File: src/gzhp_pkg.sv
// ----------------------------------------------------------------------------
// gzhp_pkg
// Types, constants and helper functions of the gzip member header parser.
// ----------------------------------------------------------------------------
package gzhp_pkg;

    typedef enum logic [3:0] {
        PH_MAGIC0  = 4'd0,
        PH_MAGIC1  = 4'd1,
        PH_METHOD  = 4'd2,
        PH_FLAGS   = 4'd3,
        PH_MTIME   = 4'd4,
        PH_XFL     = 4'd5,
        PH_OS      = 4'd6,
        PH_XLEN    = 4'd7,
        PH_EXTRA   = 4'd8,
        PH_NAME    = 4'd9,
        PH_COMMENT = 4'd10,
        PH_HCRC    = 4'd11,
        PH_PAYLOAD = 4'd12,
        PH_ERROR   = 4'd13
    } phase_t;

    typedef enum logic [3:0] {
        CLS_MAGIC   = 4'd0,
        CLS_METHOD  = 4'd1,
        CLS_FLAGS   = 4'd2,
        CLS_MTIME   = 4'd3,
        CLS_XFL     = 4'd4,
        CLS_OS      = 4'd5,
        CLS_XLEN    = 4'd6,
        CLS_EXTRA   = 4'd7,
        CLS_NAME    = 4'd8,
        CLS_COMMENT = 4'd9,
        CLS_HCRC    = 4'd10,
        CLS_PAYLOAD = 4'd11,
        CLS_IGNORED = 4'd12
    } cls_t;

    typedef enum logic [2:0] {
        ERR_NONE         = 3'd0,
        ERR_MAGIC        = 3'd1,
        ERR_METHOD       = 3'd2,
        ERR_RSVD_FLAGS   = 3'd3,
        ERR_NAME_LONG    = 3'd4,
        ERR_COMMENT_LONG = 3'd5,
        ERR_CRC          = 3'd6,
        ERR_TRUNCATED    = 3'd7
    } err_t;

    // Configuration register indexes.
    localparam logic [7:0] REG_MAX_NAME_LEN    = 8'd0;
    localparam logic [7:0] REG_MAX_COMMENT_LEN = 8'd1;

    localparam logic [15:0] MAX_NAME_LEN_RESET    = 16'd4096;
    localparam logic [15:0] MAX_COMMENT_LEN_RESET = 16'd65535;

    localparam logic [7:0] MAGIC_ID1      = 8'h1F;
    localparam logic [7:0] MAGIC_ID2      = 8'h8B;
    localparam logic [7:0] METHOD_STORED  = 8'h00;
    localparam logic [7:0] METHOD_DEFLATE = 8'h08;
    localparam logic [7:0] FLG_RESERVED   = 8'hE0;

    localparam logic [4:0] FLG_HCRC    = 5'h02;
    localparam logic [4:0] FLG_EXTRA   = 5'h04;
    localparam logic [4:0] FLG_NAME    = 5'h08;
    localparam logic [4:0] FLG_COMMENT = 5'h10;

    localparam logic [3:0] LEVEL_FAST    = 4'd1;
    localparam logic [3:0] LEVEL_BEST    = 4'd9;
    localparam logic [3:0] LEVEL_DEFAULT = 4'd6;

    localparam logic [31:0] CRC_POLY   = 32'hEDB88320;
    localparam logic [31:0] CRC_PRESET = 32'hFFFFFFFF;

    // One byte of the reflected CRC-32, eight shift steps.
    function automatic logic [31:0] crc_byte(input logic [31:0] c, input logic [7:0] b);
        logic [31:0] r;
        r = c ^ {24'd0, b};
        for (int k = 0; k < 8; k++) begin
            r = r[0] ? ((r >> 1) ^ CRC_POLY) : (r >> 1);
        end
        return r;
    endfunction

    // Optional part that follows the part just finished.
    function automatic phase_t next_part(input phase_t done_phase, input logic [4:0] flg);
        phase_t p;
        if (done_phase < PH_XLEN && (flg & FLG_EXTRA) != 5'd0) begin
            p = PH_XLEN;
        end else if (done_phase < PH_NAME && (flg & FLG_NAME) != 5'd0) begin
            p = PH_NAME;
        end else if (done_phase < PH_COMMENT && (flg & FLG_COMMENT) != 5'd0) begin
            p = PH_COMMENT;
        end else if (done_phase < PH_HCRC && (flg & FLG_HCRC) != 5'd0) begin
            p = PH_HCRC;
        end else begin
            p = PH_PAYLOAD;
        end
        return p;
    endfunction

endpackage

File: src/gzip_header_parser.sv
// Each accepted byte's result is registered and appears on the master side the cycle after.
// One byte per cycle unless the result stalls; the state and result registers update together.
// A stalled result holds off the input; a byte is taken when the result leaves in the same cycle.
// Reset (aresetn low, synchronous): parse state cleared, limits back to 4096 and 65535.
// ----------------------------------------------------------------------------
// gzip_header_parser
// Byte-serial parser of one gzip member header with header CRC check.
// ----------------------------------------------------------------------------
module gzip_header_parser
    import gzhp_pkg::*;
(
    input  logic         aclk,
    input  logic         aresetn,
    // Configuration write channel.
    input  logic         cfg_valid,
    output logic         cfg_ready,
    input  logic [7:0]   cfg_index,
    input  logic [15:0]  cfg_data,
    // Input stream.
    input  logic         s_tvalid,
    output logic         s_tready,
    input  logic [7:0]   s_tdata,   // [7:0] data_byte
    input  logic [0:0]   s_tuser,   // [0] first_byte
    input  logic         s_tlast,   // last_byte
    // Result stream.
    output logic         m_tvalid,
    input  logic         m_tready,
    // [2:0] error_code, [34:3] mod_time, [39:35] header_flags,
    // [47:40] extra_flag_byte, [55:48] os_code, [59:56] level_hint,
    // [63:60] method_code, [79:64] extra_length, [95:80] name_length,
    // [111:96] comment_length
    output logic [111:0] m_tdata,
    output logic [3:0]   m_tuser,   // [3:0] byte_class
    output logic         m_tlast    // header_done
);

    logic [15:0] max_name_len_reg;
    logic [15:0] max_cmt_len_reg;

    phase_t      phase_reg,       phase_next,   cur_phase;
    logic [15:0] cnt_reg,         cnt_next,     cur_cnt;
    logic [31:0] mtime_reg,       mtime_next,   cur_mtime;
    logic [4:0]  flag_reg,        flag_next,    cur_flag;
    logic [7:0]  xfl_reg,         xfl_next,     cur_xfl;
    logic [7:0]  os_reg,          os_next,      cur_os;
    logic [3:0]  method_reg,      method_next,  cur_method;
    logic [15:0] xlen_reg,        xlen_next,    cur_xlen;
    logic [15:0] name_len_reg,    name_len_next,    cur_name_len;
    logic [15:0] cmt_len_reg,     cmt_len_next,     cur_cmt_len;
    logic [31:0] crc_reg,         crc_next,     cur_crc;
    logic [7:0]  hcrc_lo_reg,     hcrc_lo_next, cur_hcrc_lo;
    err_t        error_reg,       error_next,   cur_error;

    cls_t        cls;
    err_t        err;
    logic        done;
    logic [3:0]  hint;
    logic [15:0] cnt_inc;
    logic [15:0] hcrc_got;

    logic         m_tvalid_reg;
    logic [111:0] m_tdata_reg;
    logic [3:0]   m_tuser_reg;
    logic         m_tlast_reg;

    logic s_accept;
    logic [7:0] b;
    logic first, last;

    assign cfg_ready = 1'b1;
    assign s_tready  = !m_tvalid_reg || m_tready;
    assign s_accept  = s_tvalid && s_tready;
    assign b     = s_tdata;
    assign first = s_tuser[0];
    assign last  = s_tlast;

    always_ff @(posedge aclk) begin
        if (!aresetn) begin
            max_name_len_reg <= MAX_NAME_LEN_RESET;
            max_cmt_len_reg  <= MAX_COMMENT_LEN_RESET;
        end else if (cfg_valid) begin
            if (cfg_index == REG_MAX_NAME_LEN) begin
                max_name_len_reg <= cfg_data;
            end else if (cfg_index == REG_MAX_COMMENT_LEN) begin
                max_cmt_len_reg <= cfg_data;
            end
        end
    end

    // A byte flagged as first starts from the cleared state.
    always_comb begin
        cur_phase       = first ? PH_MAGIC0  : phase_reg;
        cur_cnt         = first ? 16'd0      : cnt_reg;
        cur_mtime       = first ? 32'd0      : mtime_reg;
        cur_flag        = first ? 5'd0       : flag_reg;
        cur_xfl         = first ? 8'd0       : xfl_reg;
        cur_os          = first ? 8'd0       : os_reg;
        cur_method      = first ? 4'd0       : method_reg;
        cur_xlen        = first ? 16'd0      : xlen_reg;
        cur_name_len    = first ? 16'd0      : name_len_reg;
        cur_cmt_len     = first ? 16'd0      : cmt_len_reg;
        cur_crc         = first ? CRC_PRESET : crc_reg;
        cur_hcrc_lo     = first ? 8'd0       : hcrc_lo_reg;
        cur_error       = first ? ERR_NONE   : error_reg;
    end

    always_comb begin
        phase_next       = cur_phase;
        cnt_next         = cur_cnt;
        mtime_next       = cur_mtime;
        flag_next        = cur_flag;
        xfl_next         = cur_xfl;
        os_next          = cur_os;
        method_next      = cur_method;
        xlen_next        = cur_xlen;
        name_len_next    = cur_name_len;
        cmt_len_next     = cur_cmt_len;
        hcrc_lo_next     = cur_hcrc_lo;
        error_next       = cur_error;
        cls              = CLS_IGNORED;
        err              = ERR_NONE;
        cnt_inc          = cur_cnt + 16'd1;
        hcrc_got         = {b, cur_hcrc_lo};

        // The header CRC covers every byte ahead of the HCRC field itself.
        crc_next = (cur_phase < PH_HCRC) ? crc_byte(cur_crc, b) : cur_crc;

        unique case (cur_phase)
            PH_MAGIC0: begin
                cls = CLS_MAGIC;
                if (b != MAGIC_ID1) err = ERR_MAGIC;
                else phase_next = PH_MAGIC1;
            end
            PH_MAGIC1: begin
                cls = CLS_MAGIC;
                if (b != MAGIC_ID2) err = ERR_MAGIC;
                else phase_next = PH_METHOD;
            end
            PH_METHOD: begin
                cls = CLS_METHOD;
                if (b == METHOD_STORED || b == METHOD_DEFLATE) begin
                    method_next = b[3:0];
                    phase_next  = PH_FLAGS;
                end else begin
                    err = ERR_METHOD;
                end
            end
            PH_FLAGS: begin
                cls       = CLS_FLAGS;
                flag_next = b[4:0];
                if ((b & FLG_RESERVED) != 8'd0) begin
                    err = ERR_RSVD_FLAGS;
                end else begin
                    phase_next = PH_MTIME;
                    cnt_next   = 16'd0;
                end
            end
            PH_MTIME: begin
                cls        = CLS_MTIME;
                mtime_next = cur_mtime | ({24'd0, b} << {cur_cnt[1:0], 3'b000});
                cnt_next   = cnt_inc;
                if (cnt_inc >= 16'd4) begin
                    cnt_next   = 16'd0;
                    phase_next = PH_XFL;
                end
            end
            PH_XFL: begin
                cls        = CLS_XFL;
                xfl_next   = b;
                phase_next = PH_OS;
            end
            PH_OS: begin
                cls        = CLS_OS;
                os_next    = b;
                cnt_next   = 16'd0;
                phase_next = next_part(PH_OS, cur_flag);
            end
            PH_XLEN: begin
                cls = CLS_XLEN;
                if (cur_cnt == 16'd0) begin
                    xlen_next = {8'd0, b};
                    cnt_next  = 16'd1;
                end else begin
                    xlen_next = {b, cur_xlen[7:0]};
                    cnt_next  = 16'd0;
                    // An empty extra field skips straight to the next part.
                    if ({b, cur_xlen[7:0]} == 16'd0) phase_next = next_part(PH_EXTRA, cur_flag);
                    else phase_next = PH_EXTRA;
                end
            end
            PH_EXTRA: begin
                cls      = CLS_EXTRA;
                cnt_next = cnt_inc;
                if (cnt_inc >= cur_xlen) begin
                    cnt_next   = 16'd0;
                    phase_next = next_part(PH_EXTRA, cur_flag);
                end
            end
            PH_NAME: begin
                cls = CLS_NAME;
                if (b == 8'd0) phase_next = next_part(PH_NAME, cur_flag);
                else if (cur_name_len >= max_name_len_reg) err = ERR_NAME_LONG;
                else name_len_next = cur_name_len + 16'd1;
            end
            PH_COMMENT: begin
                cls = CLS_COMMENT;
                if (b == 8'd0) phase_next = next_part(PH_COMMENT, cur_flag);
                else if (cur_cmt_len >= max_cmt_len_reg) err = ERR_COMMENT_LONG;
                else cmt_len_next = cur_cmt_len + 16'd1;
            end
            PH_HCRC: begin
                cls = CLS_HCRC;
                if (cur_cnt == 16'd0) begin
                    hcrc_lo_next = b;
                    cnt_next     = 16'd1;
                end else begin
                    cnt_next = 16'd0;
                    if (hcrc_got != ~cur_crc[15:0]) err = ERR_CRC;
                    else phase_next = PH_PAYLOAD;
                end
            end
            PH_PAYLOAD: begin
                cls = CLS_PAYLOAD;
            end
            default: begin
                cls        = CLS_IGNORED;
                phase_next = PH_ERROR;
            end
        endcase

        done = (cls < CLS_PAYLOAD) && (err == ERR_NONE) && (phase_next == PH_PAYLOAD);

        // Truncation only counts when this byte raised nothing else.
        if (err == ERR_NONE && last && phase_next != PH_PAYLOAD && phase_next != PH_ERROR) begin
            err = ERR_TRUNCATED;
        end
        if (err != ERR_NONE) begin
            error_next = err;
            phase_next = PH_ERROR;
        end

        if (xfl_next[2]) hint = LEVEL_FAST;
        else if (xfl_next[1]) hint = LEVEL_BEST;
        else hint = LEVEL_DEFAULT;
    end

    always_ff @(posedge aclk) begin
        if (!aresetn) begin
            phase_reg       <= PH_MAGIC0;
            cnt_reg         <= 16'd0;
            mtime_reg       <= 32'd0;
            flag_reg        <= 5'd0;
            xfl_reg         <= 8'd0;
            os_reg          <= 8'd0;
            method_reg      <= 4'd0;
            xlen_reg        <= 16'd0;
            name_len_reg    <= 16'd0;
            cmt_len_reg     <= 16'd0;
            crc_reg         <= CRC_PRESET;
            hcrc_lo_reg     <= 8'd0;
            error_reg       <= ERR_NONE;
        end else if (s_accept) begin
            phase_reg       <= phase_next;
            cnt_reg         <= cnt_next;
            mtime_reg       <= mtime_next;
            flag_reg        <= flag_next;
            xfl_reg         <= xfl_next;
            os_reg          <= os_next;
            method_reg      <= method_next;
            xlen_reg        <= xlen_next;
            name_len_reg    <= name_len_next;
            cmt_len_reg     <= cmt_len_next;
            crc_reg         <= crc_next;
            hcrc_lo_reg     <= hcrc_lo_next;
            error_reg       <= error_next;
        end
    end

    always_ff @(posedge aclk) begin
        if (!aresetn) begin
            m_tvalid_reg <= 1'b0;
        end else if (s_accept) begin
            m_tvalid_reg <= 1'b1;
        end else if (m_tready) begin
            m_tvalid_reg <= 1'b0;
        end
    end

    always_ff @(posedge aclk) begin
        if (s_accept) begin
            m_tuser_reg <= cls;
            m_tlast_reg <= done;
            m_tdata_reg <= {cmt_len_next, name_len_next, xlen_next, method_next, hint,
                            os_next, xfl_next, flag_next, mtime_next, error_next};
        end
    end

    assign m_tvalid = m_tvalid_reg;
    assign m_tdata  = m_tdata_reg;
    assign m_tuser  = m_tuser_reg;
    assign m_tlast  = m_tlast_reg;

endmodule

File: config.mk
export PLATFORM = sky130hd
export DESIGN_NAME = gzip_header_parser
export DESIGN_NICKNAME = d
export VERILOG_FILES = /design/src/gzhp_pkg.sv /design/src/gzip_header_parser.sv
export SDC_FILE = /design/constraint.sdc
export NUM_CORES = 1
export LEC_CHECK = 0
export ABC_AREA = 1
export BUFFER_PORTS_ARGS = -buffer_cell sky130_fd_sc_hd__buf_2
export CAP_MARGIN = 20
export CORE_ASPECT_RATIO = 1.5
export CORE_MARGIN = 5
export CORE_UTILIZATION = 50
export CTS_BUF_LIST = sky130_fd_sc_hd__clkbuf_4 sky130_fd_sc_hd__clkbuf_8
export DETAILED_ROUTE_END_ITERATION = 8
export PLACE_DENSITY = 0.78
export REMOVE_ABC_BUFFERS = 1
export SLEW_MARGIN = 30
export SYNTH_ARGS = -nofsm -noshare
export SYNTH_HDL_FRONTEND = slang
export SYNTH_SLANG_ARGS = --single-unit
File: constraint.sdc
create_clock -name aclk -period 4.15 [get_ports aclk]
set_input_delay 1.0375 -clock aclk [delete_from_list [all_inputs] [get_ports aclk]]
set_output_delay 1.0375 -clock aclk [all_outputs]
set_load 0.05 [all_outputs]
======== Yosys cells after proc, flatten, opt, wreduce, memory -nomap -nowiden ========
Index checks and enable logic that the tools add are counted.
operators by class
  add/subtract/negate cells ............... 3
  $mul .................................... 0
  div/mod/pow operators ................... 0
  magnitude comparators ................... 6
  eq/ne operators ......................... 20
  shift operators ......................... 1
  mux-type cells .......................... 78
  bitwise logic cells ..................... 12
  reductions and logical operators ........ 22
operators by type and width
  cell                                                                    count
  32-bit two-way mux                                                      12
  16-bit two-way mux                                                      15
  13-bit NOT with 14-bit output                                           8
  4-bit two-way mux                                                       21
  16-bit case mux with 5 select lines                                     1
  8-bit two-way mux                                                       7
  4-bit case mux with 13 select lines                                     1
  16-bit by 1-bit adder with 16-bit output, second input constant         3
  16-bit >= comparator                                                    3
  4-bit case mux with 12 select lines                                     1
  16-bit zero test                                                        2
  32-bit bitwise OR                                                       1
  8-bit by 5-bit left shift with 32-bit output                            1
  32-bit by 8-bit bitwise XOR with 32-bit output                          1
  3-bit two-way mux                                                       10
  4-bit equality test, second input constant                              6
  3-bit case mux with 7 select lines                                      1
  4-bit by 3-bit equality test with 1-bit output, second input constant   4
  16-bit by 3-bit >= comparator with 1-bit output, second input constant  1
  8-bit zero test                                                         2
  16-bit != test                                                          1
  16-bit NOT                                                              1
  5-bit two-way mux                                                       2
  4-bit by 2-bit equality test with 1-bit output, second input constant   2
  other kinds (21)                                                        35
storage, ports and cells
  register bits ........................... 318
  bits in latches ......................... 0
  memory bits (writable) .................. 0
  memory bits (read-only) ................. 0
  input bits .............................. 39
  output and inout bits ................... 120
  logic and storage cells ................. 162
  memories ................................ 0

======== Logic depth before layout (Yosys ltp) ========
Gate-level depths: netlist of the first run.
  depth in word-level cells ............... 19
  depth in mapped cells ................... 32

======== Worst setup path after synthesis of the first run ========
OpenSTA, ideal clock, no wires.
  kind .................................... in2reg
  start ................................... in s_tuser
  end ..................................... reg m_tdata_reg[0] (netlist: m_tdata[0]), data pin
  arrival ................................. 4.188 ns
  data required time ...................... 3.897 ns
  path slack .............................. -0.292 ns
  stages .................................. 29
  path buffers ............................ 4
  path through ............................ buf_6 buf_6 buf_8 buf_2 nor2_2 ha_1 nand4_2 nor2_2 nand2_1 inv_1 nand4_1 xor2_1 inv_1 ha_1 nand2_1 inv_1 nand3_1 nor2_1 nand2_1 nor2_1 nor2_2 nand2_2 nand2_1 nand3_1 nand2_1 nand2_2 nand2_1 nand3_1 nand2_1
on the way
  word-level cells in the longest chain between the ends .. 13
  elaborated cells on any way between the ends .. 64
  classes of those cells .................. 1 x add/sub; 4 x order compare; 15 x eq/ne; 35 x mux; 1 x bitwise; 8 x reduce/logical
RTL lines
  element                                                                                            line                       RTL
  from (decl)                                                                                        gzip_header_parser.sv:23   input logic [0:0] s_tuser,
  parallel branches: the longest is 12 deep, another holds 16-bit by 1-bit adder with 16-bit output  -
  3-bit two-way mux (*)                                                                              gzip_header_parser.sv:237  if (err != ERR_NONE) begin
  net error_next[0]                                                                                  gzip_header_parser.sv:52   err_t error_reg, error_next, cur_error;
  to (signal assigned)                                                                               gzip_header_parser.sv:293  m_tdata_reg <= {cmt_len_next, name_len_next, xlen_next, method_next, hint,
  to (decl)                                                                                          gzip_header_parser.sv:62   logic [111:0] m_tdata_reg;
Mark *: on every way through the listed nets, which the timed path passes.
A chain may end at the register's enable or synchronous reset.

======== Worst setup path after layout of the first run ========
  start ................................... in s_tuser
  end ..................................... reg m_tlast_reg (netlist: m_tlast), data pin
on the way
  word-level cells in the longest chain between the ends .. 9
  elaborated cells on any way between the ends .. 61
  classes of those cells .................. 1 x add/sub; 5 x order compare; 14 x eq/ne; 33 x mux; 1 x bitwise; 7 x reduce/logical
RTL lines
  element                                                                                           line                       RTL
  parallel branches: the longest is 8 deep, another holds 16-bit by 1-bit adder with 16-bit output  -
  1-bit logical AND (*)                                                                             gzip_header_parser.sv:231  done = (cls < CLS_PAYLOAD) && (err == ERR_NONE) && (phase_next == PH_PAYLOAD);
  net done                                                                                          gzip_header_parser.sv:56   logic done;
  to (signal assigned)                                                                              gzip_header_parser.sv:292  m_tlast_reg <= done;
  to (decl)                                                                                         gzip_header_parser.sv:64   logic m_tlast_reg;
Marked as above.

==> metrics.cfg, run 1 <==
[min_path]
min_from = crc_reg[22]$_SDFFE_PN1P_
holdPathEnd = crc_reg[22]$_SDFFE_PN1P_
whs_path_depth = 2
hp-class = reg2reg

[global_routing]
gr-total-overflow = 0
antenna_found_initial = 1
grt_max_degree = 234
grt_pass1_wl_um = 74300
track_usage_pct = 23.8
grt_pass1_vias = 14732

[critical_path]
crit_type = in2reg
cp.arrival_ns = 4.11
reg2reg_from = cnt_reg[1]$_SDFFE_PN0P_
reg2reg_to = m_tlast$_DFFE_PP_
cp_max_fo = 6
start_kind = input port
end_kind = flip-flop
worst-r2r-cell-count = 25
critPathRequiredTime_ns = 4.63
r2r_slack_ns = 0.75

[synth]
yosys_warnings = 0
netlist_area_mm2 = 0.0170
synth.avg_cell_area_um2 = 7.81
ys_types = 63
synth-edff-count = 116
synth-async-reset-ratio_pct = 0
synth-seq-cells = 317
synth_seq_area_share_pct = 44.0
synthFlopType = dfxtp_1
syn-instance-count = 2183

[power_and_ir_drop]
vdd.ir_drop.worst_uv = 279
cellLeakagePower_nw = 9.36
power_density_mw_per_mm2 = 404

[sta]
max_freq_ghz = 0.275
rsz0062_at_grt = false
worst_pin_slew_ns = 0.882
timing.final.ws_setup_ns = 0.516
period_minus_slack_ns = 3.63
period_share_pct = 87.6
worst_clock_skew_ns = 0.0454
setup_viol = 0
hold_viol_final = 0
maxSlewViolCount = 0
slew_headroom_pct = 41.2

[die]
die_h_um = 236
coreArea_mm2 = 0.0335
start_util_pct = 50.8
rows = 82
io_pins = 159
die_w_um = 161
die-area_mm2 = 0.0380

[clocking]
cts_max_level = 2
numCtsBuffers = 48
clock-root-buffer = clkbuf_8
postCtsSetupRepairBufs = 0
clk_pin_slew_ns = 0.07
holdBufCountCts = 0
clock_sinks = 317
clk_latency_ns = 0.62
cts_tree = done
cts.repair.resized = 0
cts_buffer_depth = 3

[finish]
area_growth_syn_to_layout_pct = 14.1
fillers = 3020
seq_area_mm2 = 0.00751
drive_above_1_share_pct = 16.4
final_util_pct = 58.0
layout_commonest_cell = inv_1
mostFrequentLayoutCells = inv_1, nand2_1, o21ai_0, nor2_1, a21oi_1
stdcell_count = 2804
multi_input_area_mm2 = 0.00762
largest_reg_flops = 111
nNetsFinal = 2434

[routing]
drt_iter0_drc = 1159
vias = 15201
ant_nets = 0
wl_per_cell_um = 16.7
vias_per_cell = 5.42
drc = 0
wirelength_um = 46700
dr.pass1.iters = 7

[place]
routabilityCongestion = 0.981
port_buffers = 157
placed_cells = 2713
place_hpwl_um = 32600
place_ws_ns = -0.0600

[status]
status = complete, no violations

[job]
max_cap_violations = 0

[routing by layer]
metal	share of wire, %	routed length (µm)	track usage (%)
met1	39	18100	27.5
met2	51	24000	43.8
met3	6.1	2860	3.58
met4	3.7	1710	9.29
met5	0	0	0
[layout make-up]
cell class                 count  share of cell area [%]
clock inverter                16                   0.650
timing repair buffer         221                    6.95
antenna                        1                  0.0129
clock buffer                  73                    4.62
inverter                     377                    7.32
multi-input combinational   1379                    39.2
tap                          420                    2.70
sequential                   317                    38.6
[cells in the mapped netlist, types with 4 or more instances]
| master | count | area share [%] |
|---|---|---|
| a21oi_1 | 206 | 6.0 |
| a22oi_1 | 4 | 0.18 |
| buf_1 | 9 | 0.20 |
| buf_2 | 9 | 0.26 |
| buf_6 | 9 | 0.59 |
| clkbuf_1 | 79 | 1.7 |
| clkinv_1 | 4 | 0.088 |
| dfxtp_1 | 201 | 24 |
| edfxtp_1 | 116 | 20 |
| ha_1 | 51 | 3.7 |
| inv_1 | 361 | 7.9 |
| inv_2 | 12 | 0.26 |
| nand2_1 | 274 | 6.0 |
| nand2_2 | 9 | 0.33 |
| nand3_1 | 98 | 2.9 |
| nand4_1 | 31 | 1.1 |
| nor2_1 | 211 | 4.6 |
| nor2_2 | 23 | 0.84 |
| nor3_1 | 17 | 0.50 |
| nor3_2 | 6 | 0.35 |
| o211ai_1 | 33 | 1.5 |
| o21ai_0 | 217 | 6.4 |
| o21ai_1 | 8 | 0.23 |
| o22ai_1 | 36 | 1.3 |
| or2_2 | 5 | 0.18 |
| xnor2_1 | 29 | 1.5 |
| xor2_1 | 69 | 3.5 |
| xor2_2 | 4 | 0.38 |
[report_power, final]
part | switching, W | internal [W] | total (W)
registers | 0.0000834 | 0.00344 | 0.00353
clock network | 0.00127 | 0.00146 | 0.00273
logic | 0.00112 | 0.000491 | 0.00161
[through the flow]
step | area [µm²] | power, W | setup TNS (ns) | hold slack, ns
after floorplan | 16500 | 0.00474 | -1453.10 | 0.435
after global placement | 18400 | 0.00515 | 0 | 0.448
after detailed placement | 18400 | 0.00518 | -0.209 | 0.456
after CTS | 19400 | 0.00791 | 0 | 0.471
after global routing | 19500 | 0.00822 | 0 | 0.480
final | 19500 | 0.00787 | 0 | 0.469
[worst max-delay path: stages]
cell	delay [ns]
buf_4	0.17
nor2_1	0.17
ha_1	0.21
nand4_2	0.15
nor2_2	0.16
nand2_1	0.09
inv_1	0.08
nand4_1	0.09
xor2_1	0.18
inv_1	0.09
ha_1	0.30
nand2_1	0.07
inv_1	0.04
nand3_1	0.08
nor2_1	0.05
nand2_1	0.05
nor2_1	0.04
nor2_2	0.14
nand2_2	0.08
buf_4	0.14
inv_1	0.06
nor2_1	0.04
a211oi_1	0.33
nand3_1	0.12
nor2_1	0.11
[cell families after synthesis]
logic type,synth area share (%)
DFF,44.0
and+or+nand+nor,18.2
xor gates and xnor gates,5.86
AOI/OAI and AO/OA,16.8
buffers and inverters,11.3
other,0.0220
adders and majority gates,3.74
[worst max path at each step]
| stage | end | slack (ns) | from |
|---|---|---|---|
| floorplan | cmt_len_reg[11]$_SDFFE_PN0P_ | -6.84 | m_tready |
| global placement | m_tlast$_DFFE_PP_ | 0.04 | s_tuser |
| detailed placement | phase_reg[3]$_SDFFE_PN0P_ | -0.06 | s_tuser |
| CTS | phase_reg[0]$_SDFFE_PN0P_ | 0.57 | s_tuser |
| global route | phase_reg[0]$_SDFFE_PN0P_ | 0.25 | s_tuser |
| finish | m_tlast$_DFFE_PP_ | 0.52 | s_tuser |
(Power assumes the default switching activity.)
==> inputs of run 2 (changes only) <==
Settings changed: ABC_AREA 1 to 0.
==> metrics.cfg, run 2 <==
[clocking]
cts_buffer_depth = 3  ; unchanged
clock-root-buffer = clkbuf_8  ; unchanged
cts_max_level = 2  ; unchanged
numCtsBuffers = 48  ; unchanged
cts.repair.resized = 0  ; unchanged
clk_latency_ns = 0.60  ; was 0.62 ns
clock_sinks = 317  ; unchanged
holdBufCountCts = 0  ; unchanged
cts_tree = done  ; unchanged
postCtsSetupRepairBufs = 0  ; unchanged
clk_pin_slew_ns = 0.07  ; about the same

[sta]
timing.final.ws_setup_ns = 0.255  ; was 0.516 ns
setup_viol = 0  ; unchanged
maxSlewViolCount = 0  ; unchanged
tns_ns = 0  ; unchanged
holdWs_ns = 0.443  ; was 0.469 ns
max_freq_ghz = 0.257  ; was 0.275 GHz
period_minus_slack_ns = 3.90  ; was 3.63 ns
slew_headroom_pct = 34.5  ; was 41.2%
worst_pin_slew_ns = 0.983  ; was 0.882 ns
rsz0062_at_grt = false  ; unchanged
period_share_pct = 93.9  ; was 87.6%
hold_viol_final = 0  ; unchanged
worst_clock_skew_ns = 0.0213  ; was 0.0454 ns

[synth]
yosysMostFrequentCell = nand2_1  ; was inv_1
synthTopCellsByArea = dfxtp_1, edfxtp_1, nand2_1  ; was dfxtp_1, edfxtp_1, inv_1
synth_seq_area_share_pct = 45.1  ; was 44.0%
yosys.area.top_type_share_pct = 24.2  ; was 23.6%
netlist_area_mm2 = 0.0166  ; was 0.0170 mm²
synth-edff-count = 116  ; unchanged
synth_fa_ha_area_share_pct = 3.83  ; was 3.74%
synthFlopType = dfxtp_1  ; unchanged
ys_types = 82  ; was 63
synth_top_area_cell = dfxtp_1  ; unchanged
netlist_top_cells_count = nand2_1, nor2_1, dfxtp_1, edfxtp_1, xnor2_1  ; was inv_1, nand2_1, o21ai_0, nor2_1, a21oi_1
synth-async-reset-ratio_pct = 0  ; unchanged
synth-xor-area-share_pct = 7.94  ; was 5.86%
synth_top_family_by_area = simple AND/OR/NAND/NOR gates  ; unchanged
synth-seq-cells = 317  ; unchanged
synth_compound_area_share_pct = 15.7  ; was 16.8%
synthSimpleGateAreaFrac_pct = 20.3  ; was 18.2%
synth.avg_cell_area_um2 = 8.98  ; was 7.81 µm²
yosys_warnings = 0  ; unchanged
muxShareOfSynthArea_pct = 1.73  ; was 0%
syn-instance-count = 1854  ; was 2,183

[finish]
nNetsFinal = 2123  ; was 2,434
largest_reg_flops = 111  ; unchanged
drive_above_1_share_pct = 19.3  ; was 16.4%
final_util_pct = 59.0  ; was 58.0%
area_growth_syn_to_layout_pct = 16.2  ; was 14.1%
layout_commonest_cell = nand2_1  ; was inv_1
mostFrequentLayoutCells = nand2_1, nor2_1, dfxtp_1, buf_2, edfxtp_1  ; was inv_1, nand2_1, o21ai_0, nor2_1, a21oi_1
stdcell_count = 2488  ; was 2,804

[global_routing]
grt_max_degree = 134  ; was 234
grt_pass1_wl_um = 76400  ; was 74,300 µm
antenna_found_initial = 2  ; was 1
track_usage_pct = 25.1  ; was 23.8%
grt_pass1_vias = 14672  ; was 14,732
gr-total-overflow = 0  ; unchanged

[routing]
dr.pass1.iters = 5  ; was 7
vias = 14527  ; was 15,201
drc = 0  ; unchanged
wirelength_um = 48700  ; was 46,700 µm
ant_nets = 0  ; unchanged
wl_per_cell_um = 19.6  ; was 16.7 µm
drt_iter0_drc = 879  ; was 1,159
vias_per_cell = 5.84  ; was 5.42

[place]
port_buffers = 157  ; unchanged
routabilityCongestion = 0.945  ; was 0.981
place_hpwl_um = 33900  ; was 32,600 µm
placed_cells = 2398  ; was 2,713
place_ws_ns = -0.372  ; was -0.0600 ns

[power_and_ir_drop]
cellLeakagePower_nw = 7.79  ; was 9.36 nW
vdd.ir_drop.worst_uv = 236  ; was 279 µV
power_density_mw_per_mm2 = 407  ; was 404 mW/mm²

[job]
max_cap_violations = 0  ; unchanged

[critical_path]
start_kind = input port  ; unchanged
cp_max_fo = 24  ; was 6
crit_type = in2reg  ; unchanged
critPathRequiredTime_ns = 4.65  ; was 4.63 ns
cp.arrival_ns = 4.39  ; was 4.11 ns
end_kind = flip-flop  ; unchanged

[die]
rows = 81  ; was 82
die-area_mm2 = 0.0371  ; was 0.0380 mm²
coreArea_mm2 = 0.0327  ; was 0.0335 mm²
die_w_um = 159  ; was 161 µm
start_util_pct = 50.8  ; about the same
die_h_um = 233  ; was 236 µm
io_pins = 159  ; unchanged

[min_path]
hp-class = reg2reg  ; unchanged

[status]
status = complete, no violations  ; unchanged

==> run 2: path summary, 6_finish.rpt <==
path,from,endpoint,slack [ns],cells past startpoint
worst max-delay path,s_tuser,name_len_reg[15]$_SDFFE_PN0P_,0.25,14
worst min-delay path,method_reg[2]$_SDFFE_PN0P_,method_reg[2]$_SDFFE_PN0P_,0.44,2
worst max register to register,cnt_reg[1]$_SDFFE_PN0P_,m_tdata[1]$_DFFE_PP_,0.31,15
worst min register to register,method_reg[2]$_SDFFE_PN0P_,method_reg[2]$_SDFFE_PN0P_,0.44,2
==> run 2: cell families (layout without fill, tap and decap cells) <==
logic type	count (synthesis)	after routing
and+or+nand+nor	717	717
AOI/OAI and AO/OA	382	382
muxes	28	28
adders and majority gates	51	51
buffers and inverters	208	426
DFF	317	317
other	1	2
xor gates and xnor gates	150	150
==> run 2: routing by layer <==
metal  GRT usage, %  part of all wire (%)  up-vias
li1               -                     -     6888
met1           27.7                    37     6941
met2           45.7                    51      543
met3           3.99                   5.5      153
met4           14.3                   5.8        2
met5              0                 0.027        -
==> run 2: stage by stage <==
| stage | area [µm²] | power (W) |
|---|---|---|
| after global placement | 18200 | 0.00493 |
| after detailed placement | 18200 | 0.00497 |
| final | 19300 | 0.00787 |
| after CTS | 19300 | 0.00793 |
| after floorplan | 16000 | 0.00453 |
| after global routing | 19300 | 0.00821 |
==> run 2: critical path: stages <==
cell       delay, ns
buf_4           0.12
buf_4           0.17
buf_4           0.31
nor2b_1         0.11
ha_1            0.30
a21oi_1         0.22
o211ai_1        0.15
a2111oi_0       0.46
a21boi_1        0.18
buf_4           0.17
nor4_4          0.15
nand4_1         0.27
or4_1           0.55
a31oi_1         0.19
==> run 2: area by class of cell <==
type	instances	area, µm²
multi-input combinational	1329	8250
clock inverter	13	178
timing repair buffer	266	1660
tap	415	519
sequential	317	7510
antenna	1	2.50
inverter	71	277
fill	2828	13400
clock buffer	76	940
==> run 2: power breakdown <==
group | internal, W | switching (W)
clock | 0.00170 | 0.00126
sequential | 0.00339 | 0.000113
combinational | 0.000503 | 0.000909
total | 0.00559 | 0.00228
==> inputs of run 3 (changes only) <==
Settings changed: SETUP_SLACK_MARGIN from default to 0.4.
==> metrics.cfg, run 3 (same netlist as run 2, synthesis figures left out) <==
[status]
status = complete, no violations  ; unchanged

[critical_path]
reg2reg_to = m_tdata[2]$_DFFE_PP_  ; was m_tdata[1]$_DFFE_PP_
r2r_slack_ns = 0.56  ; was 0.31 ns
worstSetupStartpoint = s_tuser  ; unchanged
start_kind = input port  ; unchanged
crit_type = in2reg  ; unchanged
end_kind = flip-flop  ; unchanged
critPathRequiredTime_ns = 4.65  ; about the same
cp.arrival_ns = 4.16  ; was 4.39 ns
worst-r2r-cell-count = 14  ; was 15
cp_max_fo = 8  ; was 24
reg2reg_from = cnt_reg[3]$_SDFFE_PN0P_  ; was cnt_reg[1]$_SDFFE_PN0P_
endpoint = name_len_reg[15]$_SDFFE_PN0P_  ; unchanged

[global_routing]
grt_pass1_vias = 14682  ; was 14,672
gr-total-overflow = 0  ; unchanged
grt_pass1_wl_um = 76400  ; about the same
track_usage_pct = 25.1  ; about the same
antenna_found_initial = 2  ; unchanged
grt_max_degree = 134  ; unchanged

[sta]
rsz0062_at_grt = true  ; was false
worst_pin_slew_ns = 0.989  ; was 0.983 ns
period_minus_slack_ns = 3.65  ; was 3.90 ns
maxSlewViolCount = 0  ; unchanged
timing.final.ws_setup_ns = 0.495  ; was 0.255 ns
holdWs_ns = 0.443  ; about the same
max_freq_ghz = 0.274  ; was 0.257 GHz
worst_clock_skew_ns = 0.0254  ; was 0.0213 ns
period_share_pct = 88.1  ; was 93.9%
hold_viol_final = 0  ; unchanged
slew_headroom_pct = 34.1  ; was 34.5%
setup_viol = 0  ; unchanged

[routing]
ant_nets = 0  ; unchanged
dr.pass1.iters = 5  ; unchanged
vias_per_cell = 5.83  ; was 5.84
vias = 14528  ; was 14,527
drc = 0  ; unchanged
wirelength_um = 49100  ; was 48,700 µm
drt_iter0_drc = 885  ; was 879
wl_per_cell_um = 19.7  ; was 19.6 µm

[place]
placed_area_mm2 = 0.0182  ; unchanged
routabilityCongestion = 0.945  ; unchanged
place_ws_ns = -0.372  ; unchanged
port_buffers = 157  ; unchanged
place_hpwl_um = 33900  ; unchanged

[job]
max_cap_violations = 0  ; unchanged

[clocking]
numCtsBuffers = 48  ; unchanged
cts_max_level = 2  ; unchanged
cts_buffer_depth = 3  ; unchanged
clk_latency_ns = 0.61  ; was 0.60 ns
holdBufCountCts = 0  ; unchanged
clk_pin_slew_ns = 0.07  ; about the same
clock-root-buffer = clkbuf_8  ; unchanged
clock_sinks = 317  ; unchanged
cts_tree = done  ; unchanged

[die]
die_w_um = 159  ; unchanged
coreArea_mm2 = 0.0327  ; unchanged
die_h_um = 233  ; unchanged
die-area_mm2 = 0.0371  ; unchanged
rows = 81  ; unchanged
start_util_pct = 50.8  ; unchanged
io_pins = 159  ; unchanged

[finish]
drive_above_1_share_pct = 20.6  ; was 19.3%
nNetsFinal = 2129  ; was 2,123
layout_commonest_cell = nand2_1  ; unchanged
mostFrequentLayoutCells = nand2_1, nor2_1, dfxtp_1, buf_2, edfxtp_1  ; unchanged
final_util_pct = 59.6  ; was 59.0%
design_area_mm2 = 0.0195  ; was 0.0193 mm²
area_growth_syn_to_layout_pct = 17.3  ; was 16.2%
largest_reg_flops = 111  ; unchanged

[power_and_ir_drop]
power_density_mw_per_mm2 = 404  ; was 407 mW/mm²
vdd.ir_drop.worst_uv = 236  ; about the same
finalPower_w = 0.00789  ; was 0.00787 W
cellLeakagePower_nw = 7.87  ; was 7.79 nW

[min_path]
min_from = method_reg[2]$_SDFFE_PN0P_  ; unchanged
hp-class = reg2reg  ; unchanged

-- run 3: final cells by class --
class,instances,area [µm²]
Multi-Input combinational cell,1329,8350
Clock inverter,13,178
Clock buffer,76,940
Fill cell,2809,13200
Sequential cell,317,7520
Tap cell,415,519
Inverter,71,279
Timing Repair Buffer,272,1740
Antenna cell,1,2.50
-- run 3: worst min-delay path by stage --
stage	to	slack [ns]	cells after the start
after global routing	method_reg[2]$_SDFFE_PN0P_	0.47	2
final	method_reg[2]$_SDFFE_PN0P_	0.44	2
after CTS	method_reg[2]$_SDFFE_PN0P_	0.44	2
after detailed placement	method_reg[2]$_SDFFE_PN0P_	0.43	2
after global placement	method_reg[0]$_SDFFE_PN0P_	0.43	2
after floorplan	method_reg[0]$_SDFFE_PN0P_	0.42	2
-- run 3: worst max-delay path: stages --
cell and delay [ns]:
buf_4 0.13, buf_6 0.19, inv_4 0.10, buf_4 0.14, nand2_1 0.07, inv_1 0.07
ha_1 0.29, a21oi_1 0.13, o211ai_1 0.13, a2111oi_2 0.38, a21boi_1 0.16, buf_4 0.17
nor4_4 0.15, nand4_1 0.26, or4_1 0.55, a31oi_1 0.19
-- run 3: through the flow --
| step | TNS [ns] | instances |
|---|---|---|
| 6_report | 0 | 2494 |
| 5_1_grt | 0 | 2494 |
| 4_1_cts | 0 | 2487 |
| 3_5_place_dp | -8.93 | 2398 |
| 3_3_place_gp | -2.61 | 2398 |
| 2_1_floorplan | -1373.10 | 1717 |
-- run 3: per-layer routing --
metal / global-route usage [%] / wire [µm] / up-vias
met5: 0 / 13 / -
met4: 15.2 / 3070 / 2
met3: 4.22 / 2830 / 160
met2: 45.2 / 25100 / 540
met1: 27.6 / 18100 / 6925
li1: - / - / 6901
-- run 3: timing repair --
item | 4_1_cts | 5_1_grt
endpoints found under the setup margin | 21 | 56
buffers inserted | 0 | 5
pin swaps | 1 | 6
gates resized for setup | 5 | 29
cloned | 0 | 1
endpoints found under the hold margin | 0 | 0
-- run 3: power breakdown --
group / internal [W] / switching, W
registers: 0.00339 / 0.000114
clock network: 0.00170 / 0.00126
logic: 0.000512 / 0.000913
total: 0.00560 / 0.00229
